File: src/dpia_pkg.sv
package dpia_pkg;

	// fixed field widths
	localparam int HANDLE_W  = 9;
	localparam int COUNT_W   = 8;
	localparam int SLOT_W    = 8;
	localparam int WORD_W    = 32;
	localparam int NUM_WORDS = 8;
	localparam int WIDX_W    = 3;
	localparam int BIT_W     = 5;
	localparam int QDEPTH    = 2;
	localparam int QPTR_W    = 1;
	localparam int QCNT_W    = 2;

	typedef enum logic [1:0] {
		OP_ALLOC   = 2'd0,
		OP_RELEASE = 2'd1,
		OP_CHECK   = 2'd2,
		OP_NONE    = 2'd3
	} op_t;

	typedef enum logic [1:0] {
		STS_OK        = 2'd0,
		STS_EXHAUSTED = 2'd1,
		STS_RANGE     = 2'd2,
		STS_NOT_USED  = 2'd3
	} sts_t;

	typedef enum logic [1:0] {
		BK_IDLE,
		BK_SCAN,
		BK_RESP
	} back_state_t;

	// classified request passed from front to back
	typedef struct packed {
		op_t               op;
		logic              pool;
		logic [SLOT_W-1:0] slot;
		logic              in_range;
	} dpia_req_t;

endpackage

File: src/dpia_front.sv
module dpia_front import dpia_pkg::*; #(
	parameter int POOL_SIZE   = 255,
	parameter int HANDLE_BASE = 2
) (
	input  logic                clk,
	input  logic                arst_n,
	input  logic                in_valid,
	output logic                in_ready,
	input  logic [1:0]          opcode,
	input  logic                pool,
	input  logic [HANDLE_W-1:0] handle_in,
	output logic                req_valid,
	output dpia_req_t           req,
	input  logic                req_pop
);

	localparam logic [HANDLE_W:0] BASE_X = (HANDLE_W+1)'(HANDLE_BASE);
	localparam logic [HANDLE_W:0] SIZE_X = (HANDLE_W+1)'(POOL_SIZE);

	dpia_req_t         q_mem_q [QDEPTH];
	logic [QPTR_W-1:0] wr_ptr_q;
	logic [QPTR_W-1:0] rd_ptr_q;
	logic [QCNT_W-1:0] cnt_q;
	logic [HANDLE_W:0] diff;
	dpia_req_t         cls;
	logic              push;

	// classify the incoming word: range test and slot number
	always_comb begin
		diff         = {1'b0, handle_in} - BASE_X;
		cls.op       = op_t'(opcode);
		cls.pool     = pool;
		cls.slot     = diff[SLOT_W-1:0];
		cls.in_range = ({1'b0, handle_in} >= BASE_X) && (diff < SIZE_X);
	end

	assign in_ready  = (cnt_q != QCNT_W'(QDEPTH));
	assign push      = in_valid && in_ready;
	assign req_valid = (cnt_q != '0);
	assign req       = q_mem_q[rd_ptr_q];

	// queue storage
	always_ff @(posedge clk) begin
		if (push) begin
			q_mem_q[wr_ptr_q] <= cls;
		end
	end

	// queue pointers and fill level
	always_ff @(posedge clk or negedge arst_n) begin
		if (!arst_n) begin
			wr_ptr_q <= '0;
			rd_ptr_q <= '0;
			cnt_q    <= '0;
		end else begin
			if (push) begin
				wr_ptr_q <= wr_ptr_q + 1'b1;
			end
			if (req_pop) begin
				rd_ptr_q <= rd_ptr_q + 1'b1;
			end
			case ({push, req_pop})
				2'b10:   cnt_q <= cnt_q + 1'b1;
				2'b01:   cnt_q <= cnt_q - 1'b1;
				default: cnt_q <= cnt_q;
			endcase
		end
	end

endmodule

File: src/dpia_back.sv
module dpia_back import dpia_pkg::*; #(
	parameter int POOL_SIZE   = 255,
	parameter int HANDLE_BASE = 2
) (
	input  logic                clk,
	input  logic                arst_n,
	input  logic                req_valid,
	input  dpia_req_t           req,
	output logic                req_pop,
	output logic                out_valid,
	input  logic                out_ready,
	output logic [1:0]          status,
	output logic [HANDLE_W-1:0] handle_out,
	output logic [COUNT_W-1:0]  free_count
);

	localparam logic [WIDX_W-1:0]  LAST_WORD = WIDX_W'((POOL_SIZE - 1) / WORD_W);
	localparam logic [SLOT_W:0]    SIZE_X    = (SLOT_W+1)'(POOL_SIZE);
	localparam logic [COUNT_W-1:0] SIZE_CNT  = COUNT_W'(POOL_SIZE);

	back_state_t          state_q, state_d;
	dpia_req_t            cur_q;
	logic [WIDX_W-1:0]    w_q;
	logic [BIT_W-1:0]     bit_q;
	logic                 found_q;
	logic [WORD_W-1:0]    used_q [2][NUM_WORDS];
	logic [COUNT_W-1:0]   cnt_q [2];
	logic                 out_valid_q;
	logic [1:0]           status_q;
	logic [HANDLE_W-1:0]  handle_q;
	logic [COUNT_W-1:0]   count_q;

	logic [WIDX_W-1:0]    widx;
	logic [BIT_W-1:0]     bidx;
	logic [WORD_W-1:0]    rd_word;
	logic [WORD_W-1:0]    vmask;
	logic [WORD_W-1:0]    free_bits;
	logic [WORD_W-1:0]    lowest;
	logic [BIT_W-1:0]     low_idx;
	logic                 any_free;
	logic                 out_load;
	logic                 bit_used;
	sts_t                 res_status;
	logic [HANDLE_W-1:0]  res_handle;
	logic [COUNT_W-1:0]   res_count;
	logic                 do_set;
	logic                 do_clr;

	// one bitmap word per cycle: scan word for allocate, slot word otherwise
	always_comb begin
		widx     = (cur_q.op == OP_ALLOC) ? w_q : cur_q.slot[SLOT_W-1 -: WIDX_W];
		bidx     = (cur_q.op == OP_ALLOC) ? bit_q : cur_q.slot[BIT_W-1:0];
		rd_word  = used_q[cur_q.pool][widx];
		bit_used = rd_word[bidx];
	end

	// lowest free slot in the current word
	always_comb begin
		for (int b = 0; b < WORD_W; b++) begin
			vmask[b] = ((SLOT_W+1)'({w_q, BIT_W'(b)}) < SIZE_X);
		end
		free_bits = ~rd_word & vmask;
		lowest    = free_bits & (~free_bits + 1'b1);
		any_free  = |free_bits;
		low_idx   = '0;
		for (int b = 0; b < WORD_W; b++) begin
			if (lowest[b]) begin
				low_idx = low_idx | BIT_W'(b);
			end
		end
	end

	// next state
	always_comb begin
		state_d = state_q;
		unique case (state_q)
			BK_IDLE: begin
				if (req_valid) begin
					state_d = (req.op == OP_ALLOC) ? BK_SCAN : BK_RESP;
				end
			end
			BK_SCAN: begin
				if (any_free || (w_q == LAST_WORD)) begin
					state_d = BK_RESP;
				end
			end
			BK_RESP: begin
				if (out_load) begin
					state_d = BK_IDLE;
				end
			end
			default: state_d = BK_IDLE;
		endcase
	end

	// state machine outputs
	always_comb begin
		req_pop  = 1'b0;
		out_load = 1'b0;
		unique case (state_q)
			BK_IDLE: req_pop  = req_valid;
			BK_SCAN: req_pop  = 1'b0;
			BK_RESP: out_load = !out_valid_q || out_ready;
			default: req_pop  = 1'b0;
		endcase
	end

	// result of the request and the bitmap/count update it makes
	always_comb begin
		res_status = STS_OK;
		res_handle = '0;
		res_count  = cnt_q[cur_q.pool];
		do_set     = 1'b0;
		do_clr     = 1'b0;
		case (cur_q.op)
			OP_ALLOC: begin
				if (found_q) begin
					res_handle = HANDLE_W'({w_q, bit_q}) + HANDLE_W'(HANDLE_BASE);
					res_count  = cnt_q[cur_q.pool] - 1'b1;
					do_set     = 1'b1;
				end else begin
					res_status = STS_EXHAUSTED;
				end
			end
			OP_RELEASE: begin
				if (!cur_q.in_range) begin
					res_status = STS_RANGE;
				end else if (!bit_used) begin
					res_status = STS_NOT_USED;
				end else begin
					res_count = cnt_q[cur_q.pool] + 1'b1;
					do_clr    = 1'b1;
				end
			end
			OP_CHECK: begin
				if (!cur_q.in_range) begin
					res_status = STS_RANGE;
				end else if (!bit_used) begin
					res_status = STS_NOT_USED;
				end
			end
			default: res_status = STS_OK;
		endcase
	end

	// control registers, bitmaps and free counts
	always_ff @(posedge clk or negedge arst_n) begin
		if (!arst_n) begin
			state_q     <= BK_IDLE;
			out_valid_q <= 1'b0;
			found_q     <= 1'b0;
			w_q         <= '0;
			bit_q       <= '0;
			for (int p = 0; p < 2; p++) begin
				cnt_q[p] <= SIZE_CNT;
				for (int w = 0; w < NUM_WORDS; w++) begin
					used_q[p][w] <= '0;
				end
			end
		end else begin
			state_q <= state_d;
			if (req_pop) begin
				w_q     <= '0;
				found_q <= 1'b0;
			end else if (state_q == BK_SCAN) begin
				if (any_free) begin
					found_q <= 1'b1;
					bit_q   <= low_idx;
				end else if (w_q != LAST_WORD) begin
					w_q <= w_q + 1'b1;
				end
			end
			if (out_load) begin
				cnt_q[cur_q.pool] <= res_count;
				if (do_set) begin
					used_q[cur_q.pool][widx][bidx] <= 1'b1;
				end else if (do_clr) begin
					used_q[cur_q.pool][widx][bidx] <= 1'b0;
				end
				out_valid_q <= 1'b1;
			end else if (out_ready) begin
				out_valid_q <= 1'b0;
			end
		end
	end

	// request and output word payload
	always_ff @(posedge clk) begin
		if (req_pop) begin
			cur_q <= req;
		end
		if (out_load) begin
			status_q <= res_status;
			handle_q <= res_handle;
			count_q  <= res_count;
		end
	end

	assign out_valid  = out_valid_q;
	assign status     = status_q;
	assign handle_out = handle_q;
	assign free_count = count_q;

endmodule

File: src/dual_pool_index_allocator.sv
// order: release, check and unused opcodes pass from the queue to the back end request
// register and then the output register; allocate first scans the 32-bit bitmap words
// for a free slot; one request at a time in the back end, so a new one leaves the queue
// only once the last reply is loaded; a 2-word queue keeps the input open while it works
// reset: arst_n clears both bitmaps to all free, sets both free counts to the pool size
// and empties the queue and output register at once; no clearing pass is needed
module dual_pool_index_allocator import dpia_pkg::*; #(
	parameter int POOL_SIZE   = 255,
	parameter int HANDLE_BASE = 2
) (
	input  logic                clk,
	input  logic                arst_n,
	input  logic                in_valid,
	output logic                in_ready,
	input  logic [1:0]          opcode,
	input  logic                pool,
	input  logic [HANDLE_W-1:0] handle_in,
	output logic                out_valid,
	input  logic                out_ready,
	output logic [1:0]          status,
	output logic [HANDLE_W-1:0] handle_out,
	output logic [COUNT_W-1:0]  free_count
);

	logic      req_valid;
	logic      req_pop;
	dpia_req_t req;

	// classify and queue
	dpia_front #(
		.POOL_SIZE   (POOL_SIZE),
		.HANDLE_BASE (HANDLE_BASE)
	) u_front (
		.clk       (clk),
		.arst_n    (arst_n),
		.in_valid  (in_valid),
		.in_ready  (in_ready),
		.opcode    (opcode),
		.pool      (pool),
		.handle_in (handle_in),
		.req_valid (req_valid),
		.req       (req),
		.req_pop   (req_pop)
	);

	// bitmap scan and update
	dpia_back #(
		.POOL_SIZE   (POOL_SIZE),
		.HANDLE_BASE (HANDLE_BASE)
	) u_back (
		.clk        (clk),
		.arst_n     (arst_n),
		.req_valid  (req_valid),
		.req        (req),
		.req_pop    (req_pop),
		.out_valid  (out_valid),
		.out_ready  (out_ready),
		.status     (status),
		.handle_out (handle_out),
		.free_count (free_count)
	);

`ifndef SYNTH
	// an exhausted pool has no free slots left
	a_exhausted_empty: assert property (@(posedge clk) disable iff (!arst_n)
		out_valid && (status == STS_EXHAUSTED) |-> (free_count == '0))
		else $error("exhausted reported with free slots");

	// only a successful allocate returns a nonzero handle
	a_handle_ok: assert property (@(posedge clk) disable iff (!arst_n)
		out_valid && (handle_out != '0) |-> (status == STS_OK))
		else $error("handle returned with failing status");

	// free count never exceeds pool size
	a_count_bound: assert property (@(posedge clk) disable iff (!arst_n)
		out_valid |-> (free_count <= COUNT_W'(POOL_SIZE)))
		else $error("free count above pool size");
`endif

endmodule

File: config.mk
export PLATFORM = sky130hd
export DESIGN_NAME = dual_pool_index_allocator
export DESIGN_NICKNAME = d
export VERILOG_FILES = /design/src/dpia_pkg.sv /design/src/dpia_front.sv /design/src/dpia_back.sv /design/src/dual_pool_index_allocator.sv
export SDC_FILE = /design/constraint.sdc
export NUM_CORES = 2
export LEC_CHECK = 0
export BUFFER_PORTS_ARGS = -buffer_cell sky130_fd_sc_hd__clkbuf_2
export CELL_PAD_IN_SITES_DETAIL_PLACEMENT = 0
export CELL_PAD_IN_SITES_GLOBAL_PLACEMENT = 2
export CORE_UTILIZATION = 47
export CTS_CLUSTER_DIAMETER = 40
export CTS_CLUSTER_SIZE = 28
export DETAILED_ROUTE_END_ITERATION = 12
export HOLD_SLACK_MARGIN = 0.12
export PLACE_DENSITY = 0.89
export SYNTH_ARGS = -nofsm -noshare
export SYNTH_HDL_FRONTEND = slang
export SYNTH_SLANG_ARGS = --single-unit
File: constraint.sdc
create_clock -name clk -period 11.71 [get_ports clk]
set_clock_uncertainty 0.15 [all_clocks]
set_input_delay 1.7565 -clock clk [delete_from_list [all_inputs] [get_ports clk]]
set_output_delay 1.7565 -clock clk [all_outputs]
set_load 0.03 [all_outputs]
==> report_table.html <==
<table>
<tr><th>Metric</th><th>Value</th></tr>
<tr><th colspan="2">Status</th></tr>
<tr><td>Run status</td><td>finished, final reports clean</td></tr>
<tr><th colspan="2">CTS</th></tr>
<tr><td>Cells resized by post-CTS repair</td><td>0</td></tr>
<tr><td>Maximum level of the CTS H-tree</td><td>3</td></tr>
<tr><td>Register clock-pin slew on the reported worst setup and hold paths</td><td>0.06 ns</td></tr>
<tr><td>TritonCTS Buffers</td><td>95</td></tr>
<tr><td>Clock root cell</td><td>sky130_fd_sc_hd__clkbuf_16</td></tr>
<tr><td>Total number of clock tree sinks</td><td>599</td></tr>
<tr><td>Number of buffers inserted by hold repair at cts</td><td>0</td></tr>
<tr><td>TritonCTS clock tree</td><td>yes</td></tr>
<tr><td>Deepest clock path buffer count</td><td>3</td></tr>
<tr><td>Worst-skew pair later-pin latency</td><td>0.66 ns</td></tr>
<tr><td>Post-CTS Setup Bufs</td><td>0</td></tr>
<tr><th colspan="2">Die</th></tr>
<tr><td>Core area</td><td>63100 um^2</td></tr>
<tr><td>Vertical die dimension</td><td>255 um</td></tr>
<tr><td>Total number of placement rows</td><td>92</td></tr>
<tr><td>Initial Utilization</td><td>47.6%</td></tr>
<tr><td>I/O pin total</td><td>37</td></tr>
<tr><td>Die area</td><td>64900 um^2</td></tr>
<tr><td>Width of the chip</td><td>255 um</td></tr>
<tr><th colspan="2">Job</th></tr>
<tr><td>Number of maximum-capacitance violations</td><td>0</td></tr>
<tr><th colspan="2">STA</th></tr>
<tr><td>Sum Neg Setup Slack</td><td>0 ns</td></tr>
<tr><td>Highest clock rate</td><td>130 MHz</td></tr>
<tr><td>Share of the clock period used by the worst path after layout</td><td>65.9%</td></tr>
<tr><td>Setup repair after global routing missed its margin</td><td>no</td></tr>
<tr><td>Final Hold Fails</td><td>0</td></tr>
<tr><td>Count of final max-slew check failures</td><td>0</td></tr>
<tr><td>Final setup vio count</td><td>0</td></tr>
<tr><td>Post-layout minimum cycle time</td><td>7.72 ns</td></tr>
<tr><td>Relative max-transition margin</td><td>21.0%</td></tr>
<tr><td>Slew at the pin closest to its max-slew limit</td><td>1.18 ns</td></tr>
<tr><th colspan="2">GRT</th></tr>
<tr><td>Global-route wire length before repair</td><td>135 mm</td></tr>
<tr><td>Final global-route overflow total</td><td>0</td></tr>
<tr><td>Pin count of the biggest net entering global routing</td><td>200</td></tr>
<tr><td>Global-route usage over all layers</td><td>26.8%</td></tr>
<tr><td>Number of global-route vias before repair</td><td>23400</td></tr>
<tr><td>Number of antenna violations at the first check in global routing</td><td>0</td></tr>
<tr><th colspan="2">Worst setup path</th></tr>
<tr><td>Slowest stage cell on the critical path</td><td>sky130_fd_sc_hd__or4_4</td></tr>
<tr><td>Critical path type</td><td>flop to flop</td></tr>
<tr><td>Max incr delay on CP</td><td>1.10 ns</td></tr>
<tr><td>Reg2reg setup slack</td><td>3.99 ns</td></tr>
<tr><td>Required time of the critical path</td><td>12.02 ns</td></tr>
<tr><td>Nature of the critical path endpoint</td><td>flop</td></tr>
<tr><td>Startpoint class of the critical path</td><td>flop</td></tr>
<tr><td>Ordered cell list for the critical path</td><td>inv_1 -&gt; ha_1 -&gt; buf_4 -&gt; mux2_8 -&gt; buf_12 -&gt; mux4_2 -&gt; nor2_1 -&gt; o41ai_1 -&gt; o2111ai_1 -&gt; a2111oi_2 -&gt; nand4_1 -&gt; or4_4 -&gt; buf_12 -&gt; o31ai_1 -&gt; o21ai_0</td></tr>
<tr><td>Cell occurring most often along the worst timing path</td><td>sky130_fd_sc_hd__buf_12</td></tr>
<tr><td>Arrival time at the worst endpoint</td><td>8.03 ns</td></tr>
<tr><td>CP Max Fanout</td><td>186</td></tr>
<tr><th colspan="2">Synthesis</th></tr>
<tr><td>Most common flop cell mapped by yosys</td><td>sky130_fd_sc_hd__dfrtp_1</td></tr>
<tr><td>Number of synthesis warnings</td><td>0</td></tr>
<tr><td>Post-synth net total</td><td>2765</td></tr>
<tr><td>Async SR Flop Fraction</td><td>90.8%</td></tr>
<tr><td>Sequential fraction of the synthesis area</td><td>50.9%</td></tr>
<tr><td>Mean instance size in the synthesized netlist</td><td>11.0 um^2</td></tr>
<tr><td>Seq cells post-synth</td><td>599</td></tr>
<tr><td>Number of different library cells in the post-synthesis netlist</td><td>70</td></tr>
<tr><td>Number of enable-type register cells in the synthesized netlist</td><td>55</td></tr>
<tr><td>Mapped cell area</td><td>30000 um^2</td></tr>
<tr><td>Number of standard cells after synthesis</td><td>2739</td></tr>
<tr><th colspan="2">Cells and area</th></tr>
<tr><td>Number of nets at the end of the flow</td><td>2691</td></tr>
<tr><td>Layout Cells excl Fill</td><td>3592</td></tr>
<tr><td>Fraction of final layout cells with drive strength greater than 1</td><td>15.7%</td></tr>
<tr><td>Signed area change from the synthesized netlist to the final layout</td><td>12.5%</td></tr>
<tr><th colspan="2">Hold path</th></tr>
<tr><td>Hold WC Path Type</td><td>flop to flop</td></tr>
<tr><th colspan="2">Placed design</th></tr>
<tr><td>Number of port buffers</td><td>36</td></tr>
<tr><td>Final HPWL from detailed placement</td><td>46.3 mm</td></tr>
<tr><td>Routability cong.</td><td>0.893</td></tr>
<tr><td>Inst Count DP</td><td>3414</td></tr>
<tr><th colspan="2">Routing</th></tr>
<tr><td>Detailed-route wire length per cell</td><td>23.8 um</td></tr>
<tr><td>Detailed-router iteration count before antenna repair</td><td>6</td></tr>
<tr><td>Vias per cell</td><td>6.53</td></tr>
<tr><td>Final wirelength</td><td>85.4 mm</td></tr>
<tr><td>Antenna-violating nets left</td><td>0</td></tr>
<tr><td>Detailed router's first-iteration violation count</td><td>2577</td></tr>
<tr><td>Drt drc</td><td>0</td></tr>
<tr><td>Via count</td><td>23500</td></tr>
<tr><th colspan="2">Power</th></tr>
<tr><td>Largest voltage drop on the vdd net</td><td>272 uV</td></tr>
<tr><td>Leakage</td><td>13.2 nW</td></tr>
<tr><td>Pwr/cell area</td><td>241 nW/um^2</td></tr>
</table>
## cells in the final DEF (no fill, tap or decap), drive strengths merged, types with 15 or more instances in the layout
cell type,synthesis,routed
buf,97,45
dfstp,16,16
mux2,19,19
clkinv,0,21
inv,26,48
o31ai,517,517
clkbuf,154,149
a21oi,28,28
nor2,137,137
nand2,203,203
mux4,118,118
edfxtp,55,55
nand3,20,20
nor4,19,19
o21ai,540,540
o22ai,15,15
nor3,28,28
mux2i,27,27
dfrtp,528,528
## Yosys cell counts (15+ instances only)
| master | number | area [um^2] |
|---|---|---|
| sky130_fd_sc_hd__buf_2 | 23 | 115 |
| sky130_fd_sc_hd__o21ai_1 | 65 | 325 |
| sky130_fd_sc_hd__clkbuf_1 | 152 | 571 |
| sky130_fd_sc_hd__nor2_1 | 136 | 510 |
| sky130_fd_sc_hd__mux2_2 | 18 | 203 |
| sky130_fd_sc_hd__nor3_1 | 28 | 140 |
| sky130_fd_sc_hd__mux4_2 | 118 | 2660 |
| sky130_fd_sc_hd__mux2i_1 | 27 | 270 |
| sky130_fd_sc_hd__dfrtp_1 | 528 | 13200 |
| sky130_fd_sc_hd__buf_6 | 52 | 586 |
| sky130_fd_sc_hd__dfstp_2 | 16 | 420 |
| sky130_fd_sc_hd__edfxtp_1 | 55 | 1650 |
| sky130_fd_sc_hd__nand3_1 | 20 | 100 |
| sky130_fd_sc_hd__inv_1 | 26 | 97.6 |
| sky130_fd_sc_hd__a21oi_1 | 28 | 140 |
| sky130_fd_sc_hd__o21ai_0 | 475 | 2380 |
| sky130_fd_sc_hd__buf_4 | 17 | 128 |
| sky130_fd_sc_hd__o22ai_1 | 15 | 93.8 |
| sky130_fd_sc_hd__nand2_1 | 203 | 762 |
| sky130_fd_sc_hd__o31ai_1 | 517 | 3880 |
## through the flow
stage | cell area (um^2) | setup WS [ns] | utilization (%) | total power [mW] | hold slack [ns]
global placement | 30400 | 4.40 | 48.1 | 5.11 | 0.324
global route | 33800 | 3.74 | 53.5 | 8.46 | 0.358
floorplan | 30000 | 7.33 | - | 4.23 | 0.310
finish | 33800 | 3.99 | 53.5 | 8.12 | 0.347
CTS | 33800 | 4.20 | 53.5 | 8.16 | 0.345
detailed placement | 30400 | 4.21 | 48.1 | 5.15 | 0.335
## area by class of cell
cell class                      instances  area [um^2]
Antenna cell                            1         2.50
Clock buffer                          114         2570
Clock inverter                         63          832
Fill cell                            5520        29300
Inverter                               26         97.6
Multi-Input combinational cell       1863        13300
Sequential cell                       599        15300
Tap cell                              846         1060
Timing Repair Buffer                   80          621
## final timing paths
check	from	end	depth (start not counted)
min in group asynchronous	arst_n	asynchronous set/reset pin	1
hold reg to reg	flop	flop	2
setup reg to reg	u_back.cur_q[11]	flop	15
max in group asynchronous	arst_n	u_back.bit_q[0]	3
hold / removal	flop	flop	2
setup / recovery	u_back.cur_q[11]	flop	15
## where the power goes
part	internal, mW	total [mW]	switching [mW]
sequential	2.28	2.39	0.106
combinational	0.694	2.75	2.05
clock	1.90	2.99	1.09
total	4.88	8.12	3.24
## cell families (layout without fill, tap and decap cells)
group,Yosys count,in the layout,synth area share [%]
other cells,0,1,0
fa+ha+maj,10,10,0.417
flops,599,599,50.9
buf+inv,277,283,5.10
xor+xnor,23,23,0.671
compound gates,1178,1178,24.9
simple gates,488,488,7.50
mux,164,164,10.5
## worst max-delay path: cells and delay by family, from the launching register on
| family | cells | cell delay (ns) |
|---|---|---|
| AO/OA/AOI/OAI | 5 | 1.95 |
| AND/OR/NAND/NOR | 3 | 1.76 |
| buffers and inverters | 4 | 1.55 |
| adder cells (fa/ha/maj) | 1 | 0.15 |
| flip-flops | 1 | 0.41 |
| multiplexers | 2 | 1.05 |
## layer usage
metal | track usage [%] | vias to the layer above | routed length, um
met5 | 0 | - | 0
met3 | 4.15 | 169 | 4980
met2 | 42.9 | 738 | 40500
met4 | 8.26 | 0 | 2230
met1 | 37.6 | 12100 | 37700
li1 | - | 10400 | -
(Power assumes the default switching activity.)
